**config.mk**
```make
export PLATFORM = sky130hd
export DESIGN_NAME = rod_conduction_tdma_solver_unit
export DESIGN_NICKNAME = d
export VERILOG_FILES = /design/src/rtl/rctdma_pkg.sv /design/src/rtl/rctdma_divider.sv /design/src/rtl/rctdma_front.sv /design/src/rtl/rctdma_back.sv /design/src/rtl/rod_conduction_tdma_solver_unit.sv
export SDC_FILE = /design/constraint.sdc
export NUM_CORES = 2
export LEC_CHECK = 0
export BUFFER_PORTS_ARGS = -buffer_cell sky130_fd_sc_hd__buf_4
export CORE_MARGIN = 1.5
export CORE_UTILIZATION = 35
export DETAILED_ROUTE_END_ITERATION = 8
export GPL_TIMING_DRIVEN = 0
export HOLD_SLACK_MARGIN = 0.02
export SLEW_MARGIN = 20
export SYNTH_ARGS = -nofsm -noshare
export SYNTH_HDL_FRONTEND = slang
export SYNTH_HIERARCHICAL = 1
export SYNTH_SLANG_ARGS = --single-unit
```
**constraint.sdc**
```tcl
create_clock -name aclk -period 7.8 [get_ports aclk]
set_input_delay 0.39 -clock aclk [delete_from_list [all_inputs] [get_ports aclk]]
set_output_delay 0.39 -clock aclk [all_outputs]
set_load 0.02 [all_outputs]
```
**src/rtl/rctdma_pkg.sv**
```systemverilog
// Shared types and constants for the rod conduction tridiagonal solver.
`default_nettype none
package rctdma_pkg;
    localparam int unsigned TempW  = 32;
    localparam int unsigned CountW = 5;
    localparam logic signed [31:0] FxOne   = 32'sh0001_0000;
    localparam logic signed [31:0] FxTwo   = 32'sh0002_0000;
    localparam logic signed [31:0] FxThree = 32'sh0003_0000;

    // One queued request between front and back.
    typedef struct packed {
        logic signed [31:0] left_temp;
        logic signed [31:0] right_temp;
        logic [4:0]         node_count;
    } req_t;

    // Saturate a 64-bit signed value to 32 bits.
    function automatic logic signed [31:0] sat32(input logic signed [63:0] v);
        logic signed [63:0] hi;
        logic signed [63:0] lo;
        hi = 64'sh0000_0000_7FFF_FFFF;
        lo = -64'sh0000_0000_8000_0000;
        if (v > hi) begin
            sat32 = 32'sh7FFF_FFFF;
        end else if (v < lo) begin
            sat32 = 32'sh8000_0000;
        end else begin
            sat32 = v[31:0];
        end
    endfunction
endpackage
`default_nettype wire

```
**src/rtl/rctdma_divider.sv**
```systemverilog
// Serial Q16.16 divider: (num << 16) / den, truncated toward zero, one bit a cycle.
`default_nettype none
module rctdma_divider (
    input  wire logic               aclk,
    input  wire logic               aresetn,
    input  wire logic               start,
    input  wire logic signed [63:0] num,
    input  wire logic signed [31:0] den,
    output logic                    done,
    output logic signed [63:0]      quot
);
    // num magnitude fits 50 bits, shifted it fits 66; use 80-bit dividend
    localparam int unsigned DivW = 80;
    localparam int unsigned CntW = 7;

    logic [DivW-1:0] dvd_reg, dvd_next;
    logic [DivW-1:0] q_reg, q_next;
    logic [32:0]     rem_reg, rem_next;
    logic [31:0]     den_reg, den_next;
    logic            neg_reg, neg_next;
    logic            zero_reg, zero_next;
    logic            busy_reg, busy_next;
    logic            done_reg, done_next;
    logic [CntW-1:0] cnt_reg, cnt_next;
    logic [63:0]     mag;
    logic [33:0]     trial;

    assign mag   = num[63] ? 64'(-num) : 64'(num);
    assign trial = {rem_reg, dvd_reg[DivW-1]} - {2'b00, den_reg};

    // Restoring division step
    always_comb begin
        dvd_next  = dvd_reg;
        q_next    = q_reg;
        rem_next  = rem_reg;
        den_next  = den_reg;
        neg_next  = neg_reg;
        zero_next = zero_reg;
        busy_next = busy_reg;
        done_next = 1'b0;
        cnt_next  = cnt_reg;
        if (start) begin
            dvd_next  = {mag, 16'd0};
            q_next    = '0;
            rem_next  = '0;
            den_next  = den;
            neg_next  = num[63];
            zero_next = (den <= 0);
            busy_next = 1'b1;
            cnt_next  = '0;
        end else if (busy_reg) begin
            if (!trial[33]) begin
                rem_next = trial[32:0];
                q_next   = {q_reg[DivW-2:0], 1'b1};
            end else begin
                rem_next = {rem_reg[31:0], dvd_reg[DivW-1]};
                q_next   = {q_reg[DivW-2:0], 1'b0};
            end
            dvd_next = {dvd_reg[DivW-2:0], 1'b0};
            cnt_next = cnt_reg + 1'b1;
            if (cnt_reg == CntW'(DivW - 1)) begin
                busy_next = 1'b0;
                done_next = 1'b1;
            end
        end
    end

    always_ff @(posedge aclk) begin
        if (!aresetn) begin
            busy_reg <= 1'b0;
            done_reg <= 1'b0;
            cnt_reg  <= '0;
        end else begin
            busy_reg <= busy_next;
            done_reg <= done_next;
            cnt_reg  <= cnt_next;
        end
        dvd_reg  <= dvd_next;
        q_reg    <= q_next;
        rem_reg  <= rem_next;
        den_reg  <= den_next;
        neg_reg  <= neg_next;
        zero_reg <= zero_next;
    end

    assign done = done_reg;
    assign quot = zero_reg ? 64'sd0 :
                  (neg_reg ? -$signed(q_reg[63:0]) : $signed(q_reg[63:0]));
endmodule
`default_nettype wire

```
**src/rtl/rctdma_front.sv**
```systemverilog
// Front end: accepts requests, clamps node count, drops empty ones, queues them.
`default_nettype none
module rctdma_front #(
    parameter int unsigned MAX_NODES = 16
) (
    input  wire logic                 aclk,
    input  wire logic                 aresetn,
    input  wire logic                 in_valid,
    output logic                      in_ready,
    input  wire rctdma_pkg::req_t     in_req,
    output logic                      q_valid,
    input  wire logic                 q_ready,
    output rctdma_pkg::req_t          q_req
);
    localparam int unsigned Depth = 2;

    rctdma_pkg::req_t buf_reg [Depth];
    logic [0:0] wp_reg, rp_reg;
    logic [1:0] cnt_reg;
    rctdma_pkg::req_t cls;
    logic       push, pop;

    // Clamp count to MAX_NODES
    always_comb begin
        cls = in_req;
        if (32'(in_req.node_count) > MAX_NODES) begin
            cls.node_count = 5'(MAX_NODES);
        end
    end

    assign in_ready = (cnt_reg != 2'(Depth));
    assign push     = in_valid && in_ready && (in_req.node_count != '0);
    assign q_valid  = (cnt_reg != '0);
    assign pop      = q_valid && q_ready;
    assign q_req    = buf_reg[rp_reg];

    // Advance queue pointers
    always_ff @(posedge aclk) begin
        if (!aresetn) begin
            wp_reg  <= '0;
            rp_reg  <= '0;
            cnt_reg <= '0;
        end else begin
            if (push) wp_reg <= wp_reg + 1'b1;
            if (pop) rp_reg <= rp_reg + 1'b1;
            cnt_reg <= cnt_reg + 2'(push) - 2'(pop);
        end
        if (push) buf_reg[wp_reg] <= cls;
    end
endmodule
`default_nettype wire

```
**src/rtl/rctdma_back.sv**
```systemverilog
// Back end: forward sweep, back substitution and node output sequencer.
`default_nettype none
module rctdma_back #(
    parameter int unsigned MAX_NODES = 16
) (
    input  wire logic              aclk,
    input  wire logic              aresetn,
    input  wire logic              q_valid,
    output logic                   q_ready,
    input  wire rctdma_pkg::req_t  q_req,
    output logic                   m_valid,
    input  wire logic              m_ready,
    output logic [4:0]             m_index,
    output logic signed [31:0]     m_temp,
    output logic                   m_last
);
    // The node count is 5 bits wide, so no request uses more than 31 rows
    localparam int unsigned Rows = (MAX_NODES < 31) ? MAX_NODES : 31;
    localparam int unsigned IdxW = (Rows > 1) ? $clog2(Rows) : 1;
    localparam int unsigned CntW = $clog2(Rows + 1);

    typedef enum logic [3:0] {
        ST_IDLE, ST_F_RHS, ST_F_RHSW, ST_F_PIV, ST_F_PIVW, ST_F_RHS2, ST_F_RHS2W,
        ST_B_INIT, ST_B_DIV, ST_B_DIVW, ST_O_OUT
    } state_t;

    logic signed [31:0] piv_mem [Rows];
    logic signed [31:0] rhs_mem [Rows];
    logic signed [31:0] sol_mem [Rows];

    state_t             st_reg;
    logic [CntW-1:0]    n_reg, i_reg;
    logic signed [31:0] ua_reg, ub_reg;
    logic signed [31:0] prev_piv_reg, prev_rhs_reg, cur_piv_reg, x_reg;
    logic               m_valid_reg, m_last_reg;
    logic [4:0]         m_index_reg;
    logic signed [31:0] m_temp_reg;

    logic               div_start;
    logic signed [63:0] div_num;
    logic signed [31:0] div_den;
    logic               div_done;
    logic signed [63:0] div_q;

    rctdma_divider u_div (
        .aclk(aclk), .aresetn(aresetn), .start(div_start), .num(div_num),
        .den(div_den), .done(div_done), .quot(div_q)
    );

    logic               is_last_row;
    logic signed [63:0] piv_full;
    logic signed [31:0] q_sat;
    logic signed [31:0] piv_sat;
    logic signed [31:0] back_val;
    assign is_last_row = (i_reg == n_reg - 1'b1);
    assign piv_full = (is_last_row ? 64'(rctdma_pkg::FxThree) : 64'(rctdma_pkg::FxTwo))
                      - div_q;
    assign q_sat    = rctdma_pkg::sat32(div_q);
    assign piv_sat  = rctdma_pkg::sat32(piv_full);
    assign back_val = rctdma_pkg::sat32(64'(rhs_mem[IdxW'(i_reg - 1'b1)]) + div_q);

    // Divider operand select
    always_comb begin
        div_start = 1'b0;
        div_num   = '0;
        div_den   = cur_piv_reg;
        case (st_reg)
            ST_F_RHS: begin
                div_start = 1'b1;
                div_num   = (n_reg == CntW'(1)) ? 64'(ub_reg) <<< 1 : 64'(ua_reg) <<< 1;
                div_den   = rctdma_pkg::FxThree;
            end
            ST_F_PIV: begin
                div_start = 1'b1;
                div_num   = 64'(rctdma_pkg::FxOne);
                div_den   = prev_piv_reg;
            end
            ST_F_RHS2: begin
                div_start = 1'b1;
                div_num   = (is_last_row ? 64'(ub_reg) <<< 1 : 64'sd0)
                            + 64'(prev_rhs_reg);
                div_den   = cur_piv_reg;
            end
            ST_B_DIV: begin
                div_start = 1'b1;
                div_num   = 64'(x_reg);
                div_den   = piv_mem[IdxW'(i_reg - 1'b1)];
            end
            default: ;
        endcase
    end

    assign q_ready = (st_reg == ST_IDLE);

    // Hold state, step the sweeps, drive outputs
    always_ff @(posedge aclk) begin
        if (!aresetn) begin
            st_reg      <= ST_IDLE;
            m_valid_reg <= 1'b0;
            i_reg       <= '0;
            n_reg       <= '0;
        end else begin
            case (st_reg)
                ST_IDLE: begin
                    if (q_valid) begin
                        ua_reg <= q_req.left_temp;
                        ub_reg <= q_req.right_temp;
                        n_reg  <= CntW'(q_req.node_count);
                        i_reg  <= '0;
                        st_reg <= ST_F_RHS;
                    end
                end
                ST_F_RHS: st_reg <= ST_F_RHSW;
                ST_F_RHSW: begin
                    if (div_done) begin
                        piv_mem[0]   <= rctdma_pkg::FxThree;
                        rhs_mem[0]   <= q_sat;
                        prev_piv_reg <= rctdma_pkg::FxThree;
                        prev_rhs_reg <= q_sat;
                        i_reg        <= CntW'(1);
                        st_reg       <= (n_reg == CntW'(1)) ? ST_B_INIT : ST_F_PIV;
                    end
                end
                ST_F_PIV: st_reg <= ST_F_PIVW;
                ST_F_PIVW: begin
                    if (div_done) begin
                        cur_piv_reg           <= piv_sat;
                        piv_mem[IdxW'(i_reg)] <= piv_sat;
                        st_reg                <= ST_F_RHS2;
                    end
                end
                ST_F_RHS2: st_reg <= ST_F_RHS2W;
                ST_F_RHS2W: begin
                    if (div_done) begin
                        rhs_mem[IdxW'(i_reg)] <= q_sat;
                        prev_rhs_reg          <= q_sat;
                        prev_piv_reg          <= cur_piv_reg;
                        if (is_last_row) begin
                            st_reg <= ST_B_INIT;
                        end else begin
                            i_reg  <= i_reg + 1'b1;
                            st_reg <= ST_F_PIV;
                        end
                    end
                end
                ST_B_INIT: begin
                    x_reg <= prev_rhs_reg;
                    sol_mem[IdxW'(n_reg - 1'b1)] <= prev_rhs_reg;
                    if (n_reg == CntW'(1)) begin
                        i_reg  <= '0;
                        st_reg <= ST_O_OUT;
                    end else begin
                        i_reg  <= n_reg - 1'b1;
                        st_reg <= ST_B_DIV;
                    end
                end
                ST_B_DIV: st_reg <= ST_B_DIVW;
                ST_B_DIVW: begin
                    if (div_done) begin
                        x_reg <= back_val;
                        sol_mem[IdxW'(i_reg - 1'b1)] <= back_val;
                        if (i_reg == CntW'(1)) begin
                            i_reg  <= '0;
                            st_reg <= ST_O_OUT;
                        end else begin
                            i_reg  <= i_reg - 1'b1;
                            st_reg <= ST_B_DIV;
                        end
                    end
                end
                ST_O_OUT: begin
                    if (!m_valid_reg || m_ready) begin
                        if (is_last_row) st_reg <= ST_IDLE;
                        else i_reg <= i_reg + 1'b1;
                    end
                end
                default: st_reg <= ST_IDLE;
            endcase
            // Emit one beat per node, drop it once taken
            if (st_reg == ST_O_OUT && (!m_valid_reg || m_ready)) begin
                m_valid_reg <= 1'b1;
                m_index_reg <= 5'(i_reg + 1'b1);
                m_temp_reg  <= sol_mem[IdxW'(i_reg)];
                m_last_reg  <= is_last_row;
            end else if (m_valid_reg && m_ready) begin
                m_valid_reg <= 1'b0;
            end
        end
    end

    assign m_valid = m_valid_reg;
    assign m_index = m_index_reg;
    assign m_temp  = m_temp_reg;
    assign m_last  = m_last_reg;
endmodule
`default_nettype wire

```
**src/rtl/rod_conduction_tdma_solver_unit.sv**
```systemverilog
// Top level of the rod conduction tridiagonal solver.
// Each request takes 2n-1 forward divides and n-1 back divides.
// One request at a time in the solver; a two-entry queue takes requests while a solve runs.
// Reset: synchronous active-low aresetn clears queue and sequencer; stores are not cleared.
`default_nettype none
module rod_conduction_tdma_solver_unit #(
    parameter int unsigned MAX_NODES = 16
) (
    input  wire logic        aclk,
    input  wire logic        aresetn,
    input  wire logic        s_tvalid,
    output logic             s_tready,
    input  wire logic [71:0] s_tdata,   // left_temp[31:0], right_temp[63:32], node_count[68:64]
    output logic             m_tvalid,
    input  wire logic        m_tready,
    output logic [39:0]      m_tdata,   // node_index[4:0], node_temp[36:5]
    output logic             m_tlast
);
    rctdma_pkg::req_t in_req, q_req;
    logic q_valid, q_ready;
    logic [4:0] idx;
    logic signed [31:0] temp;

    assign in_req.left_temp  = s_tdata[31:0];
    assign in_req.right_temp = s_tdata[63:32];
    assign in_req.node_count = s_tdata[68:64];

    rctdma_front #(.MAX_NODES(MAX_NODES)) u_front (
        .aclk(aclk), .aresetn(aresetn), .in_valid(s_tvalid), .in_ready(s_tready),
        .in_req(in_req), .q_valid(q_valid), .q_ready(q_ready), .q_req(q_req)
    );

    rctdma_back #(.MAX_NODES(MAX_NODES)) u_back (
        .aclk(aclk), .aresetn(aresetn), .q_valid(q_valid), .q_ready(q_ready),
        .q_req(q_req), .m_valid(m_tvalid), .m_ready(m_tready), .m_index(idx),
        .m_temp(temp), .m_last(m_tlast)
    );

    assign m_tdata = {3'b000, temp, idx};
endmodule
`default_nettype wire

```
### Word level (Yosys, flattened, before mapping)

Memory sizes are Yosys's and may differ from the RTL's. A register that Yosys moved wholly into a read port is not among the register bits.
Index checks and enable logic that the tools add are counted.
W data, S select, Z words.

* mux-type cells: 81
* add/sub/neg operators: 14
* equality and inequality tests: 22
* bitwise operators: 2
* reductions and logical operators: 31
* $lt $le $gt $ge: 8

Operators by type and width (number)
* $mux W32: 12
* $mux W64: 5
* $pmux W64 S4: 1
* $gt A64 B32 Y1 const B: 3
* $lt A64 B32 Y1 const B: 3
* $mux W80: 2
* $neg A64 Y64: 2
* $pmux W32 S2: 2
* $pmux W32 S3: 1
* $reduce_or A32 Y1: 3
* $add A32 B64 Y64: 1
* $add A64 B32 Y64: 1
* $sub A64 B64 Y64: 1
* $mux W5: 9
* $pmux W4 S11: 1
* $mux W4: 10
* $sub A34 B32 Y34: 1
* $mux W33: 1
* $le A32 B1 Y1 const B: 1
* $mux W1: 31
* $pmux W5 S6: 1
* $mux W17: 1
* $eq A4 B3 Y1 const B: 4
* $eq A4 B4 Y1 const B: 3
* other kinds (32): 58

* memory bits (writable): 1674
* memories kept: 4
* register bits: 421
* output and inout bits: 43

Memories
* u_back.piv_mem: depth 16, width 32, read ports 1, clocked after Yosys merged registers in 0, wr ports 1, line rctdma_back.sv:27 `logic signed [31:0] piv_mem [Rows];`
* u_back.rhs_mem: depth 16, width 32, read ports 1, clocked after Yosys merged registers in 0, wr ports 1, line rctdma_back.sv:28 `logic signed [31:0] rhs_mem [Rows];`
* u_back.sol_mem: depth 16, width 32, read ports 1, clocked after Yosys merged registers in 1, wr ports 1, line rctdma_back.sv:29 `logic signed [31:0] sol_mem [Rows];`
* u_front.buf_reg: depth 2, width 69, read ports 1, clocked after Yosys merged registers in 1, wr ports 1, line rctdma_front.sv:17 `rctdma_pkg::req_t buf_reg [Depth];`

### Depth between registers and ports, before layout

* word-level depth: 9
* gate-level depth with buffers: 30
* mapped depth without buffers: 29

### Modules after synthesis

Netlist, hierarchy kept.

By module, submodules not included
* rctdma_back: instances 1, cells each 4523, area each 77403.0 µm², sequential area each 53331.1 µm²
* rctdma_divider: instances 1, cells each 1380, area each 12474.5 µm², sequential area each 5064.9 µm²
* rctdma_front: instances 1, cells each 246, area each 5251.3 µm², sequential area each 4244.1 µm²
* rod_conduction_tdma_solver_unit: instances 1, cells each 4, area each 26.3 µm², sequential area each 0.0 µm²

### Worst setup path after synthesis

OpenSTA, ideal clock, no wires.

* kind: register to register
* start point: register u_back.i_reg[0]
* end point: memory u_back.sol_mem[0][18] (data pin)
* period minus slack after synthesis: 7.387 ns
* setup time: 0.330 ns
* path slack: 0.413 ns
* arrival time: 7.057 ns
* stages on the path, launching flop included: 22
* cell sequence: dfxtp_1 -> clkbuf_1 -> clkbuf_1 -> buf_1 -> buf_1 -> mux4_2 -> mux4_2 -> ha_1 -> a21o_1 -> or3_1 -> o21ai_1 -> o311a_1 -> clkbuf_1 -> a211oi_1 -> or3_1 -> and3_1 -> or3_1 -> nor4bb_1 -> a31o_2 -> buf_2 -> nand2_1 -> o21ai_0

* word-level cells in the longest chain between the ends: 7
* elaborated cells between the ends (all ways): 8

Ends and longest elaborated chain
* start, declared: line rctdma_back.sv:32 `logic [CntW-1:0] n_reg, i_reg;`
* start signal, assigned: line rctdma_back.sv:120 `i_reg <= CntW'(1);`
* start signal, assigned: line rctdma_back.sv:141 `i_reg <= i_reg + 1'b1;`
* start signal, assigned: line rctdma_back.sv:153 `i_reg <= n_reg - 1'b1;`
* $sub A5 B1 Y5 *: line rctdma_back.sv:60 `assign back_val = rctdma_pkg::sat32(64'(rhs_mem[IdxW'(i_reg - 1'b1)]) + div_q);`
* $mem_v2 Z16 W32 *
* $add A32 B64 Y64 *: line rctdma_back.sv:60
* $lt A64 B32 Y1: line rctdma_pkg.sv:25 `end else if (v < lo) begin`
* $mux W32: line rctdma_pkg.sv:25
* $mux W32 *: line rctdma_pkg.sv:23 `if (v > hi) begin`
* $mux W32 (no line) *
* end, declared: line rctdma_back.sv:29

Mark *: on every way between the ends. The rest lies on a longest branch, timed or not.

### Final worst setup path

* start point: register u_back.i_reg[0]
* end point: memory u_back.sol_mem[13][25] (data pin)

Same word-level chain as after synthesis.

==> summary.md <==
| Metric | Value |
|---|---|
| Clock power share | 24.9% |
| Clock Skew | 0.07724 ns |
| Crit path DAT | 8.42 ns |
| CTS tree | done |
| Leak | 0.03791 µW |
| Routed WL | 277700 µm |
| Gr usage total | 19.68% |
| Gpl congestion | 0.9395 |
| Unrepaired setup endpoints after global routing | yes |
| Vias in the first global route | 58026 |
| Worst-margin pin slew | 1.319 ns |
| Clock slew at reported path FFs | 0.07 ns |
| Top Registers | u_back/piv_mem: 512 flops, u_back/rhs_mem: 512 flops, u_back/sol_mem: 512 flops |
| Synth Flop Type | edfxtp_1 |
| Hold Path Origin | s_tdata[1] |
| Final Cycle Share | 99.28% |
| Rows | 191 |
| Slew Viols, Final | 0 |
| Yosys warnings | 6 |
| Crit. Startpoint | u_back/i_reg[0] |
| Die ar. | 0.2750 mm² |
| Power Total | 41930 µW |
| CTS Buf Count | 212 |
| CP Class | flip-flop to flip-flop |
| Cells after Synth | 6153 |
| Initial antenna violation count | 12 |
| Switch share | 36.41% |
| F_max | 129.1 MHz |
| Post-synth EDFFs | 2002 |
| Crit-path slowest cell | or3_1 |
| Starting DRT DRC Count | 6028 |
| Port Buffers | 112 |
| Post-synth ARST share | 0% |
| Root buf cell | clkbuf_16 |
| Post-DP HPWL | 198500 µm |
| Vias/cell | 5.610 |
| Clock sink count | 2128 |
| Combinational Power Share | 34.5% |
| Worst r2r src | u_back/i_reg[0] |
| Status | finished clean |
| Die H | 524.4 µm |
| Core region area | 0.2705 mm² |
| Final ANT Viol Nets | 0 |
| Post-layout minimum cycle time | 7.744 ns |
| Sequential power share | 40.6% |
| Sequential-to-total area share from yosys stat | 65.83% |
| Fill cells | 24205 |
| Vias | 58661 |
| Initial Util | 35.17% |
| Hold Worst Slack | 0.2708 ns |
| #FFs+latches synth | 2128 |
| Die Wd | 524.4 µm |
| Crit path max fanout | 14 |
| First-pass DRT Iterations | 6 |
| Relative slew slack | 12.10% |
| Total negative setup slack | 0 ns |
| Grt total ovfl | 0 |
| Startpoint Class | flip-flop |
| Largest net degree at the start of global routing | 61 |
| Clk_lat worst skew | 0.90 ns |
| CTS Buffer Depth | 4 |
| Switch Pwr | 15270 µW |
| FF/Latch Area | 0.06264 mm² |
| Syn Area/Cell | 15.46 µm² |
| Endpoints failing hold | 0 |
| # nets final | 6932 |
| Area Growth Syn to Fin | 18.74% |
| Critical Path Most Common Cell | buf_4 |
| Total of max-cap violations | 0 |
| CP bufs+invs | 11 |
| Worst Path Required | 8.48 ns |
| Pint | 26660 µW |
| H-tree depth | 4 |
| Post-DR wirelength/cell | 26.56 µm |
| Worst stage delay on the critical path | 0.48 ns |
| First-pass GRT wire length | 402000 µm |
| Min-delay worst type | input pin to flip-flop |
| Cell Area, Placed | 0.1035 mm² |
| Cell area after layout | 0.1130 mm² |
| Cell variety after synth | 103 |
| I/O Pins | 119 |
| Synthesized area | 0.09516 mm² |
| PD cells | 371.1 mW/mm² |
| Largest delay share family, worst path | buffers and inverters |
| Maximum VDD drop | 0.0005885 V |
| # DRC | 0 |
| Share of cells above drive strength 1 | 22.08% |
| Multi-input logic area | 0.03240 mm² |
| CP Capture Type | flip-flop |
| Setup violators final | 0 |
==> cell usage after synthesis, types with 52 or more instances <==
library cell / instances / area share, %
a211oi_1: 94 / 0.74
a21o_1: 53 / 0.42
a21oi_1: 282 / 1.5
and2_1: 77 / 0.51
buf_1: 53 / 0.21
clkbuf_1: 255 / 1.0
dfxtp_1: 126 / 2.7
edfxtp_1: 2002 / 63
ha_1: 139 / 1.8
inv_1: 84 / 0.33
mux2_2: 76 / 0.90
mux2i_1: 163 / 1.7
mux4_2: 448 / 11
nand2_1: 359 / 1.4
nand3_1: 75 / 0.39
nor2_1: 477 / 1.9
nor2b_1: 61 / 0.40
nor3_1: 125 / 0.66
o211ai_1: 52 / 0.41
o21a_1: 53 / 0.42
o21ai_0: 199 / 1.0
xnor2_1: 85 / 0.78
xor2_1: 206 / 1.9
==> layout make-up <==
cell class | count | area share (%)
Multi-Input combinational cell | 3610 | 28.67
Antenna cell | 1 | 0.002215
Inverter | 87 | 0.2968
Buffer | 308 | 1.334
Timing Repair Buffer | 367 | 4.079
Clock inverter | 142 | 1.420
Sequential cell | 2128 | 55.44
Clock buffer | 243 | 4.798
Tap cell | 3570 | 3.953
==> timing repair <==
action / CTS / global route
endpoints found under the setup margin: 1087 / 1011
pin swaps: 25 / 23
cloned: 1 / 0
setup buffers: 30 / 25
hold buffers: 73 / 0
gates resized for setup: 236 / 121
hold endpoints to repair: 144 / 0
==> stage by stage <==
step / instances / util [%] / setup WS [ns]
finish: 10456 / 41.76 / 0.05602
global route: 10456 / 41.76 / -0.1209
CTS: 10435 / 41.44 / -0.3043
detailed placement: 9964 / 38.25 / -4.292
global placement: 9837 / 37.14 / -4.292
floorplan: 6155 / - / 0.4130
==> path summary, 6_finish.rpt <==
kind	cells after the start	slack (ns)	endpoint
worst min-delay path	2	0.27	u_front/buf_reg[1][38]
worst min register to register	2	0.49	u_back/u_div/rem_reg[6]
worst max-delay path	27	0.06	u_back/sol_mem[13][25]
worst max register to register	27	0.06	u_back/sol_mem[13][25]
==> metal layers <==
layer	global-route usage (%)	vias to the layer above	share of wire, %
li1	-	25468	-
met1	26.99	30491	43
met2	31.84	2261	47
met3	2.648	439	6.7
met4	7.349	2	4.0
met5	0	-	0.0068
==> power by group through the flow <==
stage	clock, µW	sequential, µW	combinational, µW
after floorplan	0	17100	8670
after global placement	0	17300	13100
after detailed placement	0	17300	13600
after CTS	10600	17000	13800
after global routing	11000	17100	15500
final	10400	17000	14500
==> cell usage in the layout, fill, tap and decap left out, types with 67 or more instances in the layout <==
cell           count
mux2i_1          163
mux4_2           448
buf_4            206
inv_1             79
a211oi_1          89
nor2_1           411
dfxtp_1          125
o21ai_0          181
mux2_2            76
nand3_1           67
nand2_1          356
xnor2_1           81
clkbuf_1         215
a21oi_1          238
and2_1            76
xor2_1           203
edfxtp_1        2002
clkbuf_16        212
nor3_1           120
dlygate4sd3_1     73
ha_1             125
==> kinds of logic after synthesis <==
logic type / count (synthesis) / synth area share (%)
xor gates and xnor gates: 292 / 2.696
AOI/OAI and AO/OA: 1024 / 7.150
muxes: 687 / 13.22
other: 1 / 0.003941
DFF: 2128 / 65.83
buffers and inverters: 418 / 1.692
and+or+nand+nor: 1460 / 7.509
adders and majority gates: 143 / 1.901
==> worst reg2reg max path, cell delays in order (launching register included) <==
cell	delay [ns]
dfxtp_1	0.34
clkbuf_2	0.24
inv_4	0.19
nand2_4	0.16
o21ai_1	0.19
and2_4	0.23
clkbuf_4	0.26
clkbuf_8	0.24
clkbuf_8	0.27
buf_4	0.30
mux4_2	0.43
ha_1	0.31
clkbuf_1	0.29
o21ai_0	0.20
a211oi_2	0.40
o31ai_4	0.14
a211o_1	0.38
a21oi_1	0.31
o211ai_1	0.32
or3_1	0.48
nor4bb_4	0.31
a31o_2	0.24
buf_2	0.24
nand2_1	0.20
clkbuf_4	0.29
o211ai_1	0.21
buf_4	0.22
buf_4	0.21
Note: power is estimated with default switching activity, not from simulation.
